## src/rtl/core/aff2d_pkg.sv

```systemverilog
// Shared types, constants and helpers of the 2D affine transform engine.
// Depends on nothing; every other file of the block refers to it by scope.
`default_nettype none

package aff2d_pkg;

    localparam int FRAC_BITS = 16;
    localparam int DATA_W    = 32;
    localparam int PROD_W    = 2 * DATA_W;
    localparam int ACC_W     = PROD_W + 2;
    localparam int NUM_ELEM  = 9;

    localparam logic [1:0] CMD_IDENTITY  = 2'd0;
    localparam logic [1:0] CMD_COMPOSE   = 2'd1;
    localparam logic [1:0] CMD_TRANSFORM = 2'd2;

    localparam logic signed [DATA_W-1:0] FIX_ONE = 32'sd1 <<< FRAC_BITS;
    localparam logic signed [DATA_W-1:0] SAT_MAX = {1'b0, {(DATA_W-1){1'b1}}};
    localparam logic signed [DATA_W-1:0] SAT_MIN = {1'b1, {(DATA_W-1){1'b0}}};

    typedef struct packed {
        logic [1:0] row;
        logic [1:0] col;
        logic       last_sum;
    } tag_t;

    typedef struct packed {
        logic valid;
        logic first;
        logic last;
        tag_t tag;
    } mac_ctl_t;

    typedef struct packed {
        logic                     valid;
        tag_t                     tag;
        logic                     sat;
        logic signed [DATA_W-1:0] value;
    } mac_res_t;

    // Flat index of a row-major 3x3 element.
    function automatic logic [3:0] elem_idx(input logic [1:0] row, input logic [1:0] col);
        return (4'(row) << 1) + 4'(row) + 4'(col);
    endfunction

    // Identity matrix element at a flat index.
    function automatic logic signed [DATA_W-1:0] id_elem(input logic [3:0] idx);
        return (idx == 4'd0 || idx == 4'd4 || idx == 4'd8) ? FIX_ONE : '0;
    endfunction

endpackage

`default_nettype wire

```

## src/rtl/core/aff2d_if.sv

```systemverilog
// Request and response channel interfaces of the affine transform engine.
// Depends on aff2d_pkg for the payload widths.
`default_nettype none

interface aff2d_req_if;
    logic                                   valid;
    logic                                   ready;
    logic [1:0]                             command;
    logic signed [aff2d_pkg::DATA_W-1:0]    elem_00;
    logic signed [aff2d_pkg::DATA_W-1:0]    elem_01;
    logic signed [aff2d_pkg::DATA_W-1:0]    elem_02;
    logic signed [aff2d_pkg::DATA_W-1:0]    elem_10;
    logic signed [aff2d_pkg::DATA_W-1:0]    elem_11;
    logic signed [aff2d_pkg::DATA_W-1:0]    elem_12;
    logic signed [aff2d_pkg::DATA_W-1:0]    elem_20;
    logic signed [aff2d_pkg::DATA_W-1:0]    elem_21;
    logic signed [aff2d_pkg::DATA_W-1:0]    elem_22;

    modport source (
        output valid, command, elem_00, elem_01, elem_02, elem_10, elem_11, elem_12,
               elem_20, elem_21, elem_22,
        input  ready
    );
    modport sink (
        input  valid, command, elem_00, elem_01, elem_02, elem_10, elem_11, elem_12,
               elem_20, elem_21, elem_22,
        output ready
    );
endinterface

interface aff2d_rsp_if;
    logic                                   valid;
    logic                                   ready;
    logic signed [aff2d_pkg::DATA_W-1:0]    out_x;
    logic signed [aff2d_pkg::DATA_W-1:0]    out_y;
    logic                                   saturated;

    modport source (
        output valid, out_x, out_y, saturated,
        input  ready
    );
    modport sink (
        input  valid, out_x, out_y, saturated,
        output ready
    );
endinterface

`default_nettype wire

```

## src/rtl/core/aff2d_mac.sv

```systemverilog
// Shared multiply-accumulate unit: operand register, 32x32 multiplier, 66-bit
// accumulator, then floor shift and 32-bit saturation. Depends on aff2d_pkg.
`default_nettype none

module aff2d_mac (
    input  wire logic                                clk,
    input  wire logic                                rst_n,
    input  wire aff2d_pkg::mac_ctl_t                 ctl,
    input  wire logic signed [aff2d_pkg::DATA_W-1:0] op_a,
    input  wire logic signed [aff2d_pkg::DATA_W-1:0] op_b,
    output aff2d_pkg::mac_res_t                      res
);

    aff2d_pkg::mac_ctl_t                    s1_ctl_reg;
    aff2d_pkg::mac_ctl_t                    s2_ctl_reg;
    aff2d_pkg::mac_ctl_t                    s3_ctl_reg;
    logic signed [aff2d_pkg::DATA_W-1:0]    a_reg;
    logic signed [aff2d_pkg::DATA_W-1:0]    b_reg;
    logic signed [aff2d_pkg::PROD_W-1:0]    prod_reg;
    logic signed [aff2d_pkg::ACC_W-1:0]     acc_reg;
    logic signed [aff2d_pkg::ACC_W-1:0]     acc_base;
    logic signed [aff2d_pkg::ACC_W-1:0]     shifted;
    logic [aff2d_pkg::ACC_W-aff2d_pkg::DATA_W:0] high_bits;
    logic                                   out_of_range;

    always_ff @(posedge clk or negedge rst_n)
    begin
        if (!rst_n)
        begin
            s1_ctl_reg <= '0;
            s2_ctl_reg <= '0;
            s3_ctl_reg <= '0;
        end
        else
        begin
            s1_ctl_reg <= ctl;
            s2_ctl_reg <= s1_ctl_reg;
            s3_ctl_reg <= s2_ctl_reg;
        end
    end

    always_ff @(posedge clk)
    begin
        a_reg    <= op_a;
        b_reg    <= op_b;
        prod_reg <= a_reg * b_reg;
        if (s2_ctl_reg.valid)
        begin
            acc_reg <= acc_base + aff2d_pkg::ACC_W'(prod_reg);
        end
    end

    // Restart the sum on the first term of each dot product.
    assign acc_base = s2_ctl_reg.first ? '0 : acc_reg;

    assign shifted      = acc_reg >>> aff2d_pkg::FRAC_BITS;
    assign high_bits    = shifted[aff2d_pkg::ACC_W-1:aff2d_pkg::DATA_W-1];
    assign out_of_range = !((&high_bits) || (~|high_bits));

    always_comb
    begin
        res.valid = s3_ctl_reg.valid && s3_ctl_reg.last;
        res.tag   = s3_ctl_reg.tag;
        res.sat   = out_of_range;
        if (out_of_range)
        begin
            res.value = shifted[aff2d_pkg::ACC_W-1] ? aff2d_pkg::SAT_MIN : aff2d_pkg::SAT_MAX;
        end
        else
        begin
            res.value = shifted[aff2d_pkg::DATA_W-1:0];
        end
    end

endmodule

`default_nettype wire

```

## src/rtl/core/affine_2d_transform_engine.sv

```systemverilog
// Top level of the 2D affine transform engine: matrix store, sequencer and
// output register around the shared MAC. Depends on aff2d_pkg, aff2d_if, aff2d_mac.
//
// Usage:
//   req  - valid/ready request channel: a command and a 3x3 Q16.16 matrix.
//          Load identity (0) resets the current matrix and the overflow flag.
//          Compose (1) replaces the current matrix with current times request.
//          Transform (2) maps point (elem_00, elem_01) by the current matrix.
//          Code 3 is dropped without effect.
//   rsp  - valid/ready response channel; only a transform makes a response:
//          out_x, out_y and saturated (this point or the last compose clipped).
//   One request is in flight at a time; ready is high only while idle.
//   Every product goes through one 32x32 multiplier, one term per cycle,
//   followed by a three-stage operand/product/accumulate pipeline.
//   A transform issues 6 products, a compose 27.
//   A finished response waits in its output register; the next request is
//   accepted meanwhile, and a later transform holds its result until the
//   receiver takes the pending one.
//   Reset loads the identity matrix, clears the overflow flag and empties rsp.
`default_nettype none

module affine_2d_transform_engine (
    input  wire logic  clk,
    input  wire logic  rst_n,
    aff2d_req_if.sink  req,
    aff2d_rsp_if.source rsp
);

    typedef enum logic [3:0] {
        S_IDLE  = 4'b0001,
        S_ISSUE = 4'b0010,
        S_DRAIN = 4'b0100,
        S_OUT   = 4'b1000
    } state_t;

    state_t state_reg;
    state_t state_next;

    logic signed [aff2d_pkg::DATA_W-1:0] mat_reg [0:aff2d_pkg::NUM_ELEM-1];
    logic signed [aff2d_pkg::DATA_W-1:0] in_reg  [0:aff2d_pkg::NUM_ELEM-1];
    logic                                compose_reg;
    logic [1:0]                          row_reg;
    logic [1:0]                          col_reg;
    logic [1:0]                          term_reg;
    logic signed [aff2d_pkg::DATA_W-1:0] rowbuf0_reg;
    logic signed [aff2d_pkg::DATA_W-1:0] rowbuf1_reg;
    logic signed [aff2d_pkg::DATA_W-1:0] x_hold_reg;
    logic signed [aff2d_pkg::DATA_W-1:0] y_hold_reg;
    logic                                sat_acc_reg;
    logic                                overflow_reg;
    logic signed [aff2d_pkg::DATA_W-1:0] out_x_reg;
    logic signed [aff2d_pkg::DATA_W-1:0] out_y_reg;
    logic                                out_sat_reg;
    logic                                out_valid_reg;

    logic                                accept;
    logic                                start_job;
    logic                                load_identity;
    logic [1:0]                          last_row;
    logic [1:0]                          last_col;
    logic                                last_sum;
    logic                                issue_done;
    logic                                out_load;
    aff2d_pkg::mac_ctl_t                 mac_ctl;
    logic signed [aff2d_pkg::DATA_W-1:0] op_a;
    logic signed [aff2d_pkg::DATA_W-1:0] op_b;
    aff2d_pkg::mac_res_t                 mac_res;

    assign req.ready     = (state_reg == S_IDLE);
    assign accept        = req.valid && req.ready;
    assign load_identity = accept && (req.command == aff2d_pkg::CMD_IDENTITY);
    assign start_job     = accept && (req.command == aff2d_pkg::CMD_COMPOSE ||
                                      req.command == aff2d_pkg::CMD_TRANSFORM);

    // A compose walks a 3x3 grid of sums, a transform two rows of column 0.
    assign last_row   = compose_reg ? 2'd2 : 2'd1;
    assign last_col   = compose_reg ? 2'd2 : 2'd0;
    assign last_sum   = (row_reg == last_row) && (col_reg == last_col);
    assign issue_done = (state_reg == S_ISSUE) && (term_reg == 2'd2) && last_sum;
    assign out_load   = (state_reg == S_OUT) && (!out_valid_reg || rsp.ready);

    //------------------------------------------------------------------
    // Operand selection: one term per cycle into the shared MAC
    //------------------------------------------------------------------
    always_comb
    begin
        mac_ctl.valid        = (state_reg == S_ISSUE);
        mac_ctl.first        = (term_reg == 2'd0);
        mac_ctl.last         = (term_reg == 2'd2);
        mac_ctl.tag.row      = row_reg;
        mac_ctl.tag.col      = col_reg;
        mac_ctl.tag.last_sum = last_sum;
        op_a = mat_reg[aff2d_pkg::elem_idx(row_reg, term_reg)];
        if (compose_reg)
        begin
            op_b = in_reg[aff2d_pkg::elem_idx(term_reg, col_reg)];
        end
        else
        begin
            // Point terms: x, y, then the implicit homogeneous one.
            case (term_reg)
                2'd0:    op_b = in_reg[0];
                2'd1:    op_b = in_reg[1];
                default: op_b = aff2d_pkg::FIX_ONE;
            endcase
        end
    end

    aff2d_mac u_mac (
        .clk   (clk),
        .rst_n (rst_n),
        .ctl   (mac_ctl),
        .op_a  (op_a),
        .op_b  (op_b),
        .res   (mac_res)
    );

    //------------------------------------------------------------------
    // Sequencer
    //------------------------------------------------------------------
    always_comb
    begin
        state_next = state_reg;
        unique case (state_reg)
            S_IDLE:
            begin
                if (start_job)
                begin
                    state_next = S_ISSUE;
                end
            end
            S_ISSUE:
            begin
                if (issue_done)
                begin
                    state_next = S_DRAIN;
                end
            end
            S_DRAIN:
            begin
                if (mac_res.valid && mac_res.tag.last_sum)
                begin
                    state_next = compose_reg ? S_IDLE : S_OUT;
                end
            end
            S_OUT:
            begin
                if (out_load)
                begin
                    state_next = S_IDLE;
                end
            end
            default: state_next = S_IDLE;
        endcase
    end

    always_ff @(posedge clk or negedge rst_n)
    begin
        if (!rst_n)
        begin
            state_reg <= S_IDLE;
            row_reg   <= '0;
            col_reg   <= '0;
            term_reg  <= '0;
        end
        else
        begin
            state_reg <= state_next;
            if (start_job)
            begin
                row_reg  <= '0;
                col_reg  <= '0;
                term_reg <= '0;
            end
            else if (state_reg == S_ISSUE)
            begin
                // Advance term, then column, then row.
                if (term_reg == 2'd2)
                begin
                    term_reg <= '0;
                    if (col_reg == last_col)
                    begin
                        col_reg <= '0;
                        row_reg <= row_reg + 2'd1;
                    end
                    else
                    begin
                        col_reg <= col_reg + 2'd1;
                    end
                end
                else
                begin
                    term_reg <= term_reg + 2'd1;
                end
            end
        end
    end

    //------------------------------------------------------------------
    // Request capture
    //------------------------------------------------------------------
    always_ff @(posedge clk)
    begin
        if (start_job)
        begin
            compose_reg <= (req.command == aff2d_pkg::CMD_COMPOSE);
            in_reg[0]   <= req.elem_00;
            in_reg[1]   <= req.elem_01;
            in_reg[2]   <= req.elem_02;
            in_reg[3]   <= req.elem_10;
            in_reg[4]   <= req.elem_11;
            in_reg[5]   <= req.elem_12;
            in_reg[6]   <= req.elem_20;
            in_reg[7]   <= req.elem_21;
            in_reg[8]   <= req.elem_22;
        end
    end

    //------------------------------------------------------------------
    // Current matrix and overflow flag. A compose row is written back
    // only once its third sum is done; by then the issue side reads the
    // next row only.
    //------------------------------------------------------------------
    always_ff @(posedge clk or negedge rst_n)
    begin
        if (!rst_n)
        begin
            for (int i = 0; i < aff2d_pkg::NUM_ELEM; i++)
            begin
                mat_reg[i] <= aff2d_pkg::id_elem(4'(i));
            end
            overflow_reg <= 1'b0;
        end
        else if (load_identity)
        begin
            for (int i = 0; i < aff2d_pkg::NUM_ELEM; i++)
            begin
                mat_reg[i] <= aff2d_pkg::id_elem(4'(i));
            end
            overflow_reg <= 1'b0;
        end
        else if (mac_res.valid && compose_reg)
        begin
            if (mac_res.tag.col == 2'd2)
            begin
                mat_reg[aff2d_pkg::elem_idx(mac_res.tag.row, 2'd0)] <= rowbuf0_reg;
                mat_reg[aff2d_pkg::elem_idx(mac_res.tag.row, 2'd1)] <= rowbuf1_reg;
                mat_reg[aff2d_pkg::elem_idx(mac_res.tag.row, 2'd2)] <= mac_res.value;
            end
            if (mac_res.tag.last_sum)
            begin
                overflow_reg <= sat_acc_reg || mac_res.sat;
            end
        end
    end

    // Hold finished sums until their row or point is complete.
    always_ff @(posedge clk)
    begin
        if (mac_res.valid)
        begin
            if (compose_reg)
            begin
                if (mac_res.tag.col == 2'd0)
                begin
                    rowbuf0_reg <= mac_res.value;
                end
                if (mac_res.tag.col == 2'd1)
                begin
                    rowbuf1_reg <= mac_res.value;
                end
            end
            else if (mac_res.tag.row == 2'd0)
            begin
                x_hold_reg <= mac_res.value;
            end
            else
            begin
                y_hold_reg <= mac_res.value;
            end
        end
    end

    always_ff @(posedge clk or negedge rst_n)
    begin
        if (!rst_n)
        begin
            sat_acc_reg <= 1'b0;
        end
        else if (start_job)
        begin
            sat_acc_reg <= 1'b0;
        end
        else if (mac_res.valid && mac_res.sat)
        begin
            sat_acc_reg <= 1'b1;
        end
    end

    //------------------------------------------------------------------
    // Response register
    //------------------------------------------------------------------
    always_ff @(posedge clk or negedge rst_n)
    begin
        if (!rst_n)
        begin
            out_valid_reg <= 1'b0;
        end
        else if (out_load)
        begin
            out_valid_reg <= 1'b1;
        end
        else if (rsp.ready)
        begin
            out_valid_reg <= 1'b0;
        end
    end

    always_ff @(posedge clk)
    begin
        if (out_load)
        begin
            out_x_reg   <= x_hold_reg;
            out_y_reg   <= y_hold_reg;
            out_sat_reg <= sat_acc_reg || overflow_reg;
        end
    end

    assign rsp.valid     = out_valid_reg;
    assign rsp.out_x     = out_x_reg;
    assign rsp.out_y     = out_y_reg;
    assign rsp.saturated = out_sat_reg;

endmodule

`default_nettype wire

```

## src/flat_wrapper.sv

```systemverilog
// flat-port wrapper written by rule: the top's interface ports become plain ports
module affine_2d_transform_engine_flat 
  (clk, rst_n, req_valid, req_command, req_elem_00, req_elem_01, req_elem_02, req_elem_10, req_elem_11, req_elem_12, req_elem_20, req_elem_21, req_elem_22, req_ready, rsp_valid, rsp_out_x, rsp_out_y, rsp_saturated, rsp_ready);
  aff2d_req_if req_i ();
  aff2d_rsp_if rsp_i ();
  input  wire logic clk;
  input  wire logic rst_n;
  input wire logic [$bits(req_i.valid)-1:0] req_valid;
  input wire logic [$bits(req_i.command)-1:0] req_command;
  input wire logic [$bits(req_i.elem_00)-1:0] req_elem_00;
  input wire logic [$bits(req_i.elem_01)-1:0] req_elem_01;
  input wire logic [$bits(req_i.elem_02)-1:0] req_elem_02;
  input wire logic [$bits(req_i.elem_10)-1:0] req_elem_10;
  input wire logic [$bits(req_i.elem_11)-1:0] req_elem_11;
  input wire logic [$bits(req_i.elem_12)-1:0] req_elem_12;
  input wire logic [$bits(req_i.elem_20)-1:0] req_elem_20;
  input wire logic [$bits(req_i.elem_21)-1:0] req_elem_21;
  input wire logic [$bits(req_i.elem_22)-1:0] req_elem_22;
  output wire logic [$bits(req_i.ready)-1:0] req_ready;
  output wire logic [$bits(rsp_i.valid)-1:0] rsp_valid;
  output wire logic [$bits(rsp_i.out_x)-1:0] rsp_out_x;
  output wire logic [$bits(rsp_i.out_y)-1:0] rsp_out_y;
  output wire logic [$bits(rsp_i.saturated)-1:0] rsp_saturated;
  input wire logic [$bits(rsp_i.ready)-1:0] rsp_ready;
  assign req_i.valid = req_valid;
  assign req_i.command = req_command;
  assign req_i.elem_00 = req_elem_00;
  assign req_i.elem_01 = req_elem_01;
  assign req_i.elem_02 = req_elem_02;
  assign req_i.elem_10 = req_elem_10;
  assign req_i.elem_11 = req_elem_11;
  assign req_i.elem_12 = req_elem_12;
  assign req_i.elem_20 = req_elem_20;
  assign req_i.elem_21 = req_elem_21;
  assign req_i.elem_22 = req_elem_22;
  assign req_ready = req_i.ready;
  assign rsp_valid = rsp_i.valid;
  assign rsp_out_x = rsp_i.out_x;
  assign rsp_out_y = rsp_i.out_y;
  assign rsp_saturated = rsp_i.saturated;
  assign rsp_i.ready = rsp_ready;
  affine_2d_transform_engine u_core (.clk(clk), .rst_n(rst_n), .req(req_i), .rsp(rsp_i));
endmodule
```

## config.mk

```make
export PLATFORM = sky130hd
export DESIGN_NAME = affine_2d_transform_engine_flat
export DESIGN_NICKNAME = d
export VERILOG_FILES = /design/src/rtl/core/aff2d_pkg.sv /design/src/rtl/core/aff2d_if.sv /design/src/rtl/core/aff2d_mac.sv /design/src/rtl/core/affine_2d_transform_engine.sv /design/src/flat_wrapper.sv
export SDC_FILE = /design/constraint.sdc
export NUM_CORES = 2
export LEC_CHECK = 0
export BUFFER_PORTS_ARGS = -buffer_cell sky130_fd_sc_hd__buf_2
export CORE_ASPECT_RATIO = 1.1
export CORE_MARGIN = 2
export CORE_UTILIZATION = 40
export CTS_BUF_LIST = sky130_fd_sc_hd__clkbuf_8
export DETAILED_ROUTE_END_ITERATION = 12
export GPL_TIMING_DRIVEN = 1
export MAX_ROUTING_LAYER = met4
export SLEW_MARGIN = 40
export SYNTH_ARGS = -nofsm -noshare
export SYNTH_HDL_FRONTEND = slang
export SYNTH_SLANG_ARGS = --single-unit
```

## constraint.sdc

```tcl
create_clock -name clk -period 16.3 [get_ports clk]
set_clock_uncertainty 0.1 [all_clocks]
set_input_delay 1.63 -clock clk [delete_from_list [all_inputs] [get_ports clk]]
set_output_delay 1.63 -clock clk [all_outputs]
set_load 0.005 [all_outputs]
```

* Yosys cells after proc, flatten, opt, wreduce, memory -nomap -nowiden *
Memory sizes are Yosys's and may differ from the RTL's.
Index checks and enable logic that the tools add are counted.

cells by class
  add/subtract/negate cells = 11
  multiply operators = 1
  divide/modulo/power cells = 0
  magnitude comparators = 7
  equality and inequality tests = 16
  shifts and indexed selects = 0
  multiplexer cells = 48
  bitwise operators = 6
  reductions and logical operators = 45

operator list
  cell                                                         number
  bitwise mux 288 bit                                          3
  2-to-1 mux 288 bit                                           3
  demux 32 bit (select 4 bit)                                  3
  2-to-1 mux 32 bit                                            8
  binary-select mux 32 bit (select 4 bit)                      1
  adder 66 x 64 -> 66 bit                                      1
  2-to-1 mux 66 bit                                            1
  multiplier 32 x 32 -> 64 bit                                 1
  one-hot mux 32 bit (2 select lines)                          1
  2-to-1 mux 2 bit                                             13
  greater-or-equal comparator 5 bit (second input constant)    4
  2-to-1 mux 4 bit                                             5
  NOT 4 -> 5 bit                                               4
  AND reduction 19 bit                                         1
  OR reduction 19 bit                                          1
  one-hot mux 4 bit (4 select lines)                           1
  nonzero test 2 bit                                           8
  less-than comparator 5 x 1 -> 1 bit (second input constant)  3
  AND reduction 3 bit                                          5
  logical AND 1 bit                                            14
  adder 3 x 2 -> 4 bit                                         3
  2-to-1 mux 1 bit                                             9
  adder 4 x 2 -> 4 bit                                         2
  zero test 2 bit                                              4
  other kinds (17)                                             35

word-level totals
  bits in registers = 712
  latch bits = 0
  memory bits (writable) = 288
  bits in read-only memories = 0
  input bits = 294
  output and inout bits = 67
  logic and storage cells = 180
  memories = 1

memories
  memory         depth  bits a word  rd ports  clocked after Yosys merged registers in  write ports  RTL line                          source
  u_core.in_reg  9      32           3         0                                        9            affine_2d_transform_engine.sv:40  logic signed [aff2d_pkg::DATA_W-1:0] in_reg [0:aff2d_pkg::NUM_ELEM-1];

* Depth between registers and ports, before layout *
  depth after elaboration = 12
  depth in mapped cells = 29
  gate-level depth less buffers = 28

* Cells and area by module *
A second synthesis with hierarchy kept.

second synthesis, totals
  cell total of the unflattened synthesis = 8,046
  area total of the unflattened synthesis = 83,654.0 sq um

by module, submodules not included
  module                      instances  cells each  area an instance (sq um)  sequential area each (sq um)
  aff2d_mac                   1          4,810       46,234.3                  5,119.9
  affine_2d_transform_engine  1          3,236       37,419.6                  22,011.1

* Worst setup path after synthesis *
Ideal clock, no wire load.

  path kind = input -> register
  start = input port req_command[0]
  end = register u_core.compose_reg, enable pin
  library setup time = 2,445 ps
  data arrival time = 7,361 ps
  path slack = 6,394 ps
  stages on the path = 4
  buffers on the path = 0
  cells stage by stage = inv_1 > ha_1 > nand3_1 > clkinv_1

between the ends
  longest elaborated chain between the ends = 3
  elaborated cells between the ends (all ways) = 4
  classes of those cells = eq/ne (2); reduce/logical (2)

ends and longest elaborated chain
  item                                                            RTL line                                                            source
  from (decl)                                                     flat_wrapper.sv:9                                                   input wire logic [$bits(req_i.command)-1:0] req_command;
  == test 2 x 1 -> 1 bit / == test 2 bit (equally long branches)  affine_2d_transform_engine.sv:72, affine_2d_transform_engine.sv:73
  logical OR 1 bit *                                              affine_2d_transform_engine.sv:72                                    assign start_job = accept && (req.command == aff2d_pkg::CMD_COMPOSE ||
  logical AND 1 bit *                                             affine_2d_transform_engine.sv:72
  named net u_core.start_job                                      affine_2d_transform_engine.sv:57                                    logic start_job;
  to (signal assigned)                                            affine_2d_transform_engine.sv:206                                   compose_reg <= (req.command == aff2d_pkg::CMD_COMPOSE);
  to (decl)                                                       affine_2d_transform_engine.sv:41                                    logic compose_reg;

The timed path passes the listed nets; every way through them passes the cells marked *.
A chain may end at the register's enable or synchronous reset.

* Final worst setup path *
  start = register u_core.u_mac.b_reg[5] in the netlist's numbering
  end = register u_core.u_mac.prod_reg[62] in the netlist's numbering

between the ends
  longest elaborated chain between the ends = 1

ends and longest elaborated chain
  item                          RTL line         source
  from (decl)                   aff2d_mac.sv:18  logic signed [aff2d_pkg::DATA_W-1:0] b_reg;
  from (signal assigned)        aff2d_mac.sv:45  b_reg <= op_b;
  multiplier 32 x 32 -> 64 bit  aff2d_mac.sv:46  prod_reg <= a_reg * b_reg;
  to (signal assigned)          aff2d_mac.sv:46
  to (decl)                     aff2d_mac.sv:19  logic signed [aff2d_pkg::PROD_W-1:0] prod_reg;

Every way passes these cells.

==> results.md <==
- Number of antenna violations at the first check in global routing: 31
- Std cell rows: 174
- Setup crit start: u_core.u_mac.b_reg[5]
- Number of storage elements in the synthesis netlist: 1000
- Number of cells produced by synthesis: 7717
- GRT Total Usage: 23.8%
- Overall routed net length: 241 mm
- Slew Limit Fails: 0
- Top cells by area in the synthesized netlist: sky130_fd_sc_hd__fa_1 27%, sky130_fd_sc_hd__edfxtp_1 20%, sky130_fd_sc_hd__dfrtp_1 9.8%, sky130_fd_sc_hd__inv_1 4.8%, sky130_fd_sc_hd__ha_1 4.1%
- Yosys synthesis warning count: 0
- WL/cell: 22.6 microns
- Final design utilization: 44.0%
- Post-route setup TNS: 0 ns
- Top cell type by total area after synthesis: sky130_fd_sc_hd__fa_1
- Nets: 9432
- Crit end category: flip-flop
- Beginning of the worst hold path: u_core.u_mac.s2_ctl_reg[5]
- Global placer's final weighted congestion: 0.898
- Share of the synthesized area in the top cell type: 26.6%
- Critical Path Most Common Cell: sky130_fd_sc_hd__fa_1
- CTS buffer count: 152
- Worst path arrival time: 9.18 ns
- Number of DRC markers after the initial detailed-route iteration: 4987
- Number of vias per cell after detailed routing: 5.54
- Bufs on Longest Clock Path: 3
- Portion of the post-synthesis area used by sequential elements: 33.1%
- Post-Synthesis Mean Instance Area: 10.6 sq um
- Share of the cycle needed by the critical path after routing: 52.2%
- Die Outline Area: 0.208 sq mm
- Fraction of registers with async set or reset after synthesis: 32.4%
- Slew at the pin closest to its max-slew limit: 0.897 ns
- Final non-filler cell total: 10700
- Crit Path Category: reg -> reg
- Min cycle time layout: 8.50 ns
- Clock input transition at the sequential cells of the worst setup and hold paths: 0.06 ns
- CP Max Fanout: 32
- Max transition margin: 40.2%
- Delay of the slowest cell on the worst path: 0.99 ns
- Least setup slack across all paths after layout: 7.80 ns
- Die boundary width: 436 microns
- Setup-violating endpoint count in the final report: 0
- Max-cap viol count: 0
- Data required, critical path: 16.97 ns
- Area Overhead vs Synth: 9.44%
- Post-route ant nets: 0
- Clock Sinks: 1000
- Cts repair resizes: 0
- Synthesized area: 0.0819 sq mm
- Worst-case hold path end point: u_core.u_mac.s3_ctl_reg[5]
- Multi-input gate area: 0.0491 sq mm
- Deepest level of the CTS H-tree: 4
- CTS Hold Bufs: 0
- Synth Net Count: 9364
- IO Port Bufs: 360
- Clock root buffer master: sky130_fd_sc_hd__clkbuf_8
- Wire length of the first global-routing pass: 372 mm
- Startpoint class of the critical path: flip-flop
- Status: finished clean
- Detailed placer's ending HPWL: 166 mm
- Post-CTS setup buffer count: 0
- Netlist cell types: 83
- RSZ-0062 raised after global routing: false
- Highest-delay cell along the critical path: sky130_fd_sc_hd__fa_1
- Via count of the first global-routing pass: 63100
- Filler cell count: 19300
- Seq. cell area: 0.0272 sq mm
- Effective utilization at floorplan: 40.2%
- Post-detailed-route DRC marker count: 0
- Setup slack on the worst flop-to-flop path: 7.80 ns
- Cells on worst reg2reg path: 27
- Largest net degree at the start of global routing: 155
- Chip Height: 479 microns
- Area of the core region: 0.204 sq mm
- Insertion delay to the later sink of the worst-skew pair: 0.88 ns
- Clock tree from TritonCTS: yes
- Top-level I/O count: 361
- Total grt overflow: 0
- Instance count along the most critical hold path: 0
- Number of endpoints with negative hold slack in the final report: 0
- Pre-CTS setup slack: 7.82 ns
- Top FF cell, synth: sky130_fd_sc_hd__edfxtp_1
- Via total after detailed routing: 59100
- Number of iterations in the first detailed-routing pass: 6
- HP Class: reg -> reg
- FMAX: 118 MHz
- Number of flops mapped to enable cells by yosys: 548
- RR Startpoint: u_core.u_mac.b_reg[5]
- Share of layout cells above drive strength 1: 12.2%
- Capture instance of the worst register-to-register path: u_core.u_mac.prod_reg[62]
- Cell total after placement: 10400
## per-stage QoR
| stage | area [sq um] | hold WS [ns] |
|---|---|---|
| CTS | 89500 | 0.249 |
| global placement | 86200 | 0.232 |
| floorplan | 81900 | 0.231 |
| detailed placement | 86400 | 0.236 |
| global route | 89700 | 0.253 |
| finish | 89700 | 0.246 |
## cell type report
| type | instances | area share [%] |
|---|---|---|
| clock inverter | 107 | 0.791 |
| clock buffer | 174 | 2.67 |
| inverter | 1053 | 4.42 |
| multi-input combinational | 5090 | 54.7 |
| timing repair buffer | 488 | 3.25 |
| sequential | 1000 | 30.3 |
| antenna | 20 | 0.0558 |
| tap | 2728 | 3.81 |
## cells by family after synthesis
kind of cell | share of synthesized area, %
mux | 4.37
fa+ha+maj | 30.6
xor+xnor | 1.48
compound gates | 11.1
simple gates | 11.9
flops | 33.1
buf+inv | 7.47
## cell usage in the layout (no fill, tap or decap), types with 128 or more instances in the layout
master / count
sky130_fd_sc_hd__inv_1: 1103
sky130_fd_sc_hd__fa_1: 1085
sky130_fd_sc_hd__nand2_1: 873
sky130_fd_sc_hd__edfxtp_1: 548
sky130_fd_sc_hd__and2_1: 514
sky130_fd_sc_hd__a21oi_1: 412
sky130_fd_sc_hd__buf_2: 359
sky130_fd_sc_hd__dfrtp_1: 318
sky130_fd_sc_hd__nor2_1: 262
sky130_fd_sc_hd__ha_1: 258
sky130_fd_sc_hd__o21ai_0: 250
sky130_fd_sc_hd__clkbuf_8: 174
sky130_fd_sc_hd__mux4_2: 128
## per-layer routing
metal	global-route usage, %	wire length, microns	up-vias
li1	-	-	25500
met1	29.2	94800	30300
met2	39.2	119000	2595
met3	4.38	18300	643
met4	8.96	9320	0
met5	-	0	-
## cells in the mapped netlist, types with 45 or more instances
cell and number:
sky130_fd_sc_hd__o21ai_0 250, sky130_fd_sc_hd__a22oi_1 66, sky130_fd_sc_hd__a32o_1 61, sky130_fd_sc_hd__dfxtp_1 128, sky130_fd_sc_hd__a22o_1 125, sky130_fd_sc_hd__nand2_1 879, sky130_fd_sc_hd__dfrtp_1 320, sky130_fd_sc_hd__nor2_1 269
sky130_fd_sc_hd__and2_1 518, sky130_fd_sc_hd__edfxtp_1 548, sky130_fd_sc_hd__xnor2_1 99, sky130_fd_sc_hd__ha_1 266, sky130_fd_sc_hd__mux4_2 128, sky130_fd_sc_hd__a21o_1 122, sky130_fd_sc_hd__inv_1 1052, sky130_fd_sc_hd__clkbuf_1 523
sky130_fd_sc_hd__nand3_1 126, sky130_fd_sc_hd__a221oi_1 66, sky130_fd_sc_hd__a21oi_1 425, sky130_fd_sc_hd__a211oi_1 45, sky130_fd_sc_hd__nor2b_1 87, sky130_fd_sc_hd__fa_1 1087
## how the worst max path moves through the flow
stage / endpoint / slack [ns] / cells past startpoint
after floorplan: u_core.compose_reg / 6.39 / 4
after global placement: u_core.u_mac.prod_reg[63] / 7.78 / 25
after detailed placement: u_core.u_mac.prod_reg[62] / 7.82 / 25
after CTS: u_core.u_mac.prod_reg[62] / 7.77 / 25
after global routing: u_core.u_mac.prod_reg[62] / 7.30 / 25
final: u_core.u_mac.prod_reg[62] / 7.80 / 27
## worst max-delay path, delay by kind of cell (launching register included)
kind / cells / cell delay, ns
adders and majority gates: 9 / 4.81
xor gates and xnor gates: 1 / 0.12
DFF: 1 / 0.30
buffers and inverters: 8 / 1.49
and+or+nand+nor: 3 / 0.35
AOI/OAI and AO/OA: 6 / 1.23
Power is not shown: default switching activity piles up to over one toggle a cycle in this logic, so the estimate is an artifact.
